[config.mk]
export PLATFORM = sky130hd
export DESIGN_NAME = lmsr_cell
export DESIGN_NICKNAME = d
export VERILOG_FILES = /design/src/rtl/lookahead_min_slot_replacement_unit_macros.svh /design/src/rtl/lmsr_pkg.sv /design/src/rtl/lmsr_cell.sv
export SDC_FILE = /design/constraint.sdc
export NUM_CORES = 1
export LEC_CHECK = 0
export ABC_AREA = 0
export BUFFER_PORTS_ARGS = -buffer_cell sky130_fd_sc_hd__buf_4
export CAP_MARGIN = 10
export CORE_UTILIZATION = 35
export DETAILED_ROUTE_END_ITERATION = 8
export GPL_ROUTABILITY_DRIVEN = 0
export MAX_ROUTING_LAYER = met4
export PLACE_DENSITY = 0.6
export SYNTH_ARGS = -nofsm -noshare
export SYNTH_HDL_FRONTEND = slang
export SYNTH_SLANG_ARGS = --single-unit
[constraint.sdc]
create_clock -name clk_i -period 3.4 [get_ports clk_i]
set_input_delay 0.17 -clock clk_i [delete_from_list [all_inputs] [get_ports clk_i]]
set_output_delay 0.17 -clock clk_i [all_outputs]
set_load 0.01 [all_outputs]
[src/rtl/lookahead_min_slot_replacement_unit_macros.svh]
// Assertion macros shared by the lookahead MIN slot replacement unit.
`ifndef LOOKAHEAD_MIN_SLOT_REPLACEMENT_UNIT_MACROS_SVH
`define LOOKAHEAD_MIN_SLOT_REPLACEMENT_UNIT_MACROS_SVH

// Check an implication on every rising clock edge, off while reset is low.
`define LMSR_ASSERT(lbl, clk, rstn, prop, msg) \
  lbl: assert property (@(posedge clk) disable iff (!rstn) prop) else $error(msg);

// Check that a condition holds whenever the result strobe is high.
`define LMSR_ASSERT_ON_RESULT(lbl, clk, rstn, strobe, cond, msg) \
  `LMSR_ASSERT(lbl, clk, rstn, (strobe |-> (cond)), msg)

`endif

[src/rtl/lmsr_pkg.sv]
`timescale 1ns / 1ps
package lmsr_pkg;

  localparam int NUM_SLOT   = 64;
  localparam int IDX_W      = $clog2(NUM_SLOT);
  localparam int ROW_W      = 24;
  localparam int PART_W     = 8;
  localparam int TAG_W      = ROW_W + PART_W;
  localparam int BYTES_W    = 12;
  localparam int WEIGHT_W   = 32;
  localparam int CNT_W      = 48;
  localparam int SLOT_W     = 6;
  localparam int OUTCOME_W  = 2;

  typedef enum logic [OUTCOME_W-1:0] {
    OUTCOME_HIT    = 2'd0,
    OUTCOME_FILL   = 2'd1,
    OUTCOME_BYPASS = 2'd2
  } outcome_e;

  // Search record handed from cell to cell.
  typedef struct packed {
    logic                vld;
    logic                hit;
    logic [IDX_W-1:0]    hit_idx;
    logic                has_best;
    logic                best_vld;
    logic [WEIGHT_W-1:0] best_w;
    logic [IDX_W-1:0]    best_idx;
  } carry_t;

  // Slot update broadcast to all cells.
  typedef struct packed {
    logic                en;
    logic                fill;
    logic [IDX_W-1:0]    idx;
    logic [TAG_W-1:0]    tag;
    logic [WEIGHT_W-1:0] weight;
  } wr_t;

endpackage

[src/rtl/lmsr_cell.sv]
`timescale 1ns / 1ps
module lmsr_cell (
  input  logic                          clk_i,
  input  logic                          rst_ni,
  input  logic [lmsr_pkg::IDX_W-1:0]    cell_idx_i,
  input  logic [lmsr_pkg::TAG_W-1:0]    key_i,
  input  lmsr_pkg::carry_t              carry_i,
  output lmsr_pkg::carry_t              carry_o,
  input  lmsr_pkg::wr_t                 wr_i
);
  import lmsr_pkg::*;

  logic [TAG_W-1:0]    tag_q;
  logic                valid_q;
  logic [WEIGHT_W-1:0] weight_q;
  carry_t              carry_d, carry_q;
  logic                wr_sel;

  assign wr_sel = wr_i.en && (wr_i.idx == cell_idx_i);

  // Merge this slot into the running search: first match wins, strictly
  // larger weight replaces the best so ties keep the lower index.
  always_comb begin
    carry_d = carry_i;
    if (carry_i.vld) begin
      if (!carry_i.hit && valid_q && (tag_q == key_i)) begin
        carry_d.hit     = 1'b1;
        carry_d.hit_idx = cell_idx_i;
      end
      if (!carry_i.has_best || (weight_q > carry_i.best_w)) begin
        carry_d.has_best = 1'b1;
        carry_d.best_vld = valid_q;
        carry_d.best_w   = weight_q;
        carry_d.best_idx = cell_idx_i;
      end
    end
  end

  always_ff @(posedge clk_i or negedge rst_ni) begin
    if (!rst_ni) begin
      valid_q  <= 1'b0;
      weight_q <= '1;
      carry_q  <= '0;
    end else begin
      carry_q <= carry_d;
      if (wr_sel) begin
        weight_q <= wr_i.weight;
        if (wr_i.fill) begin
          valid_q <= 1'b1;
        end
      end
    end
  end

  always_ff @(posedge clk_i) begin
    if (wr_sel && wr_i.fill) begin
      tag_q <= wr_i.tag;
    end
  end

  assign carry_o = carry_q;

endmodule

==> Word level (Yosys, flattened, before mapping) <==
Index checks and enable logic that the tools add are counted.
{ "word_totals": {"rom_bits": 0, "ff_bits": 113, "ram_bits": 0, "latchBits": 0, "output_inout_bits": 48, "memories": 0, "elab_cells": 24, "in_bits": 160} }
{ "op_classes": {"shifts": 0, "bitwise_logic": 0, "mul": 0, "n_eq_ne": 2, "n_reduce_logical": 8, "magnitude_cmp": 1, "n_div": 0, "addsub": 0, "muxes": 3} }
{ "op_table": {"columns": ["op", "count"], "rows": [
  ["$mux 47", 1],
  ["$mux 40", 1],
  ["$eq 32x32->1", 1],
  ["$gt 32x32->1", 1],
  ["$mux 7", 1],
  ["$eq 6x6->1", 1],
  ["$logic_and 1x1->1", 4],
  ["$logic_not 1->1", 2],
  ["$reduce_and 2->1", 1],
  ["$logic_or 1x1->1", 1]
]} }

==> Logic depth before layout (Yosys ltp) <==
{ "logic_depth": {"word_depth": 5, "depth_mapped": 10, "ltp_nobuf": 8} }

==> Worst setup path before layout <==
No wires, ideal clock.
{ "synth_timing": {"kind": "register to register", "start": "register weight_q[1]", "end": "register carry_q (netlist bit carry_o[0])", "arrival_time_ns": 2.248, "stages_incl_launch_ff": 9, "setup_slack_ns": 1.026, "t_required_ns": 3.274, "synth_period_minus_slack_ns": 2.374, "path_buffers": 1, "setup_time_ns": 0.126, "cell_sequence": "dfstp_2 -> ha_1 -> nor2b_1 -> o211ai_1 -> a21boi_0 -> o41a_1 -> clkbuf_1 -> o21a_1 -> a221o_1"} }
{ "synth_rtl": {"columns": ["item", "line_no", "source"], "rows": [
  ["start: declaration", "lmsr_cell.sv:15", "logic [WEIGHT_W-1:0] weight_q;"],
  ["start signal: assignment", "lmsr_cell.sv:47", "weight_q <= wr_i.weight;"],
  ["end signal: assignment", "lmsr_cell.sv:45", "carry_q <= carry_d;"],
  ["end: declaration", "lmsr_cell.sv:16", "carry_t carry_d, carry_q;"]
]} }

==> flow_metrics.tcl <==
set metrics [dict create \
    cts.repair.resized 0 \
    avgViaCountPerCell 5.12 \
    power_per_cell_area_nw_per_um2 502 \
    avgSynthCellArea_um2 12.4 \
    cts_buffer_depth 2 \
    netlist.area_leader.share_pct 21.3 \
    yosysWarnings 0 \
    port_buffers 207 \
    netlist_instances 464 \
    critPathMaxFanout 13 \
    criticalPathCategory "in -> reg" \
    grt.overflow.total 0 \
    die_w_um 130 \
    cts_max_level 4 \
    hpwlAfterDp_um 11600 \
    dieArea_um2 17000 \
    drv_cap 0 \
    syn_nets 656 \
    grt_util_all_layers_pct 22.2 \
    tns_ps 0 \
    netlist_top_cells_area "dfrtp_1 (21%), edfxtp_1 (17%), dfstp_2 (15%), mux2_2 (7.0%), ha_1 (6.9%)" \
    antenna_found_initial 0 \
    cp_data_required_time_ps 3660 \
    syn_area_um2 5770 \
    vias 5138 \
    wire_per_inst_um 17.5 \
    tightestPinTransition_ps 1070 \
    grt_max_degree 82 \
    maxSlewViolCount 0 \
    final_cell_mix "buf_4 (217), dlygate4sd3_1 (101), dfrtp_1 (49)" \
    drive_gt1_share_pct 40.8 \
    cts_buffers 17 \
    ios 208 \
    setup_viol 0 \
    peakVddDrop_mv 0.407 \
    grt_pass1_wl_um 27200 \
    die_h_um 130 \
    fin_worst_skew_ps 12.4 \
    hold_path_class "in -> reg" \
    yosysUniqueCellTypes 42 \
    areaGrowthSynthToFinish_pct 59.0 \
    ff2ff_setup_slack_ps 380 \
    routed_wl_um 17600 \
    start_kind "input pin" \
    clk_pin_slew_ps 50 \
    cts_tree "built" \
    hold_viol_final 0 \
    fin_crit_ps 3070 \
    drt-pass1-iter-count 5 \
    synth-main-ff-cell "dfrtp_1" \
    status "complete, no violations" \
    fmax_ghz 0.326 \
    rows 46 \
    start_util_pct 36.0 \
    maxSlewHeadroom_pct 28.7 \
    synth_enable_flop_cells 32 \
    ys_seq_elements 113 \
    post-route-drc-count 0 \
    final_common_cell "buf_4" \
    rsz0062_at_grt "no" \
    root_buffer "clkbuf_16" \
    grt_pass1_vias 5370 \
    drtIter0Drc 316 \
    seq_area_frac_synth_pct 52.5 \
    cp.arrival_ps 3330 \
    yosysTopAreaCell "dfrtp_1" \
    fin_crit_sh_pct 90.2 \
    synthArstFlopShare_pct 71.7 \
    leakagePower_nw 4.04 \
    ant_nets 0 \
    numClockSinks 113 \
    nets 965 \
    fp.coreArea_um2 16000 \
    place_ws_ps 385 \
    insertion_delay_ps 420 \
    endpoint_kind "flop" \
    setup_slack_ps 332 \
]
critical path, stage by stage:
cell           delay (ps)
dlygate4sd3_1         540
buf_4                 110
inv_1                  50
ha_1                  320
nand4_1               180
nor4_1                520
o41a_1                520
or2_1                 510
buf_4                 280
o311ai_1              110
where the power goes:
part	internal, mW	total, mW	switching, mW	leakage [nW]
sequential	1.65	1.78	0.135	1.20
combinational	0.562	1.04	0.480	2.57
clock	1.14	1.78	0.644	0.275
total	3.34	4.60	1.26	4.04
registers in the layout, summed over array words and instances (netlist names):
name and flops:
valid_q 1, tag_q 32, weight_q 32, carry_o 48
routing by layer:
metal | vias to the layer above | track usage, % | wire length (um)
met5 | - | - | 0
met4 | 0 | 7.84 | 197
met3 | 14 | 6.48 | 1420
met2 | 243 | 37.3 | 8580
met1 | 2463 | 25.1 | 7380
li1 | 2418 | - | -
layout make-up:
class | count | area, um^2
inverters | 33 | 124
diodes | 1 | 2.50
clock inverters | 13 | 144
clock buffers | 19 | 433
flip-flops and latches | 113 | 3030
fillers | 1359 | 6830
well taps | 216 | 270
repair buffers | 318 | 2640
multi-input cells | 290 | 2530
repair_timing:
action / 4_1_cts / 5_1_grt
endpoints found under the hold margin: 144 / 0
hold buffers: 101 / 0
buffers inserted: 0 / 0
worst paths after layout:
kind / from / endpoint / depth (start not counted)
worst max register to register: weight_q[30] / carry_o[23] / 7
worst min register to register: weight_q[0] / weight_q[0] / 2
max in group asynchronous: rst_ni / carry_o[20] / 2
worst max-delay path: carry_i[36] / carry_o[23] / 10
min in group asynchronous: rst_ni / carry_o[46] / 2
worst min-delay path: carry_i[34] / carry_o[34] / 3
kinds of logic after synthesis:
logic type	count (synthesis)	synth area share, %
flops	113	52.5
buf+inv	61	4.12
fa+ha+maj	32	6.94
compound gates	136	18.2
xor+xnor	38	5.77
simple gates	47	5.21
mux	37	7.23
metrics by stage:
stage | hold WS [ps] | cells | util, % | cell area, um^2 | power, mW
finish | 13.9 | 1003 | 57.3 | 9170 | 4.60
global route | 11.5 | 1002 | 57.3 | 9170 | 4.83
CTS | 0.00541 | 1002 | 57.3 | 9170 | 4.64
floorplan | -126 | 464 | - | 5770 | 2.27
detailed placement | 349 | 869 | 47.4 | 7580 | 2.75
global placement | 348 | 869 | 47.4 | 7580 | 2.72
synth_stat cells, drive strengths merged, types with 5 or more instances:
cell type and count:
dfrtp 49, mux2 37, inv 33, a22oi 32, dfstp 32, edfxtp 32, ha 32, o211ai 32
o311ai 31, xnor2 19, xor2 19, clkbuf 18, a21oi 13, nand4 12, buf 10, a221o 8
a22o 8, nand3 8, nor4 7, nand2 5
Note: power is estimated with default switching activity, not from simulation.
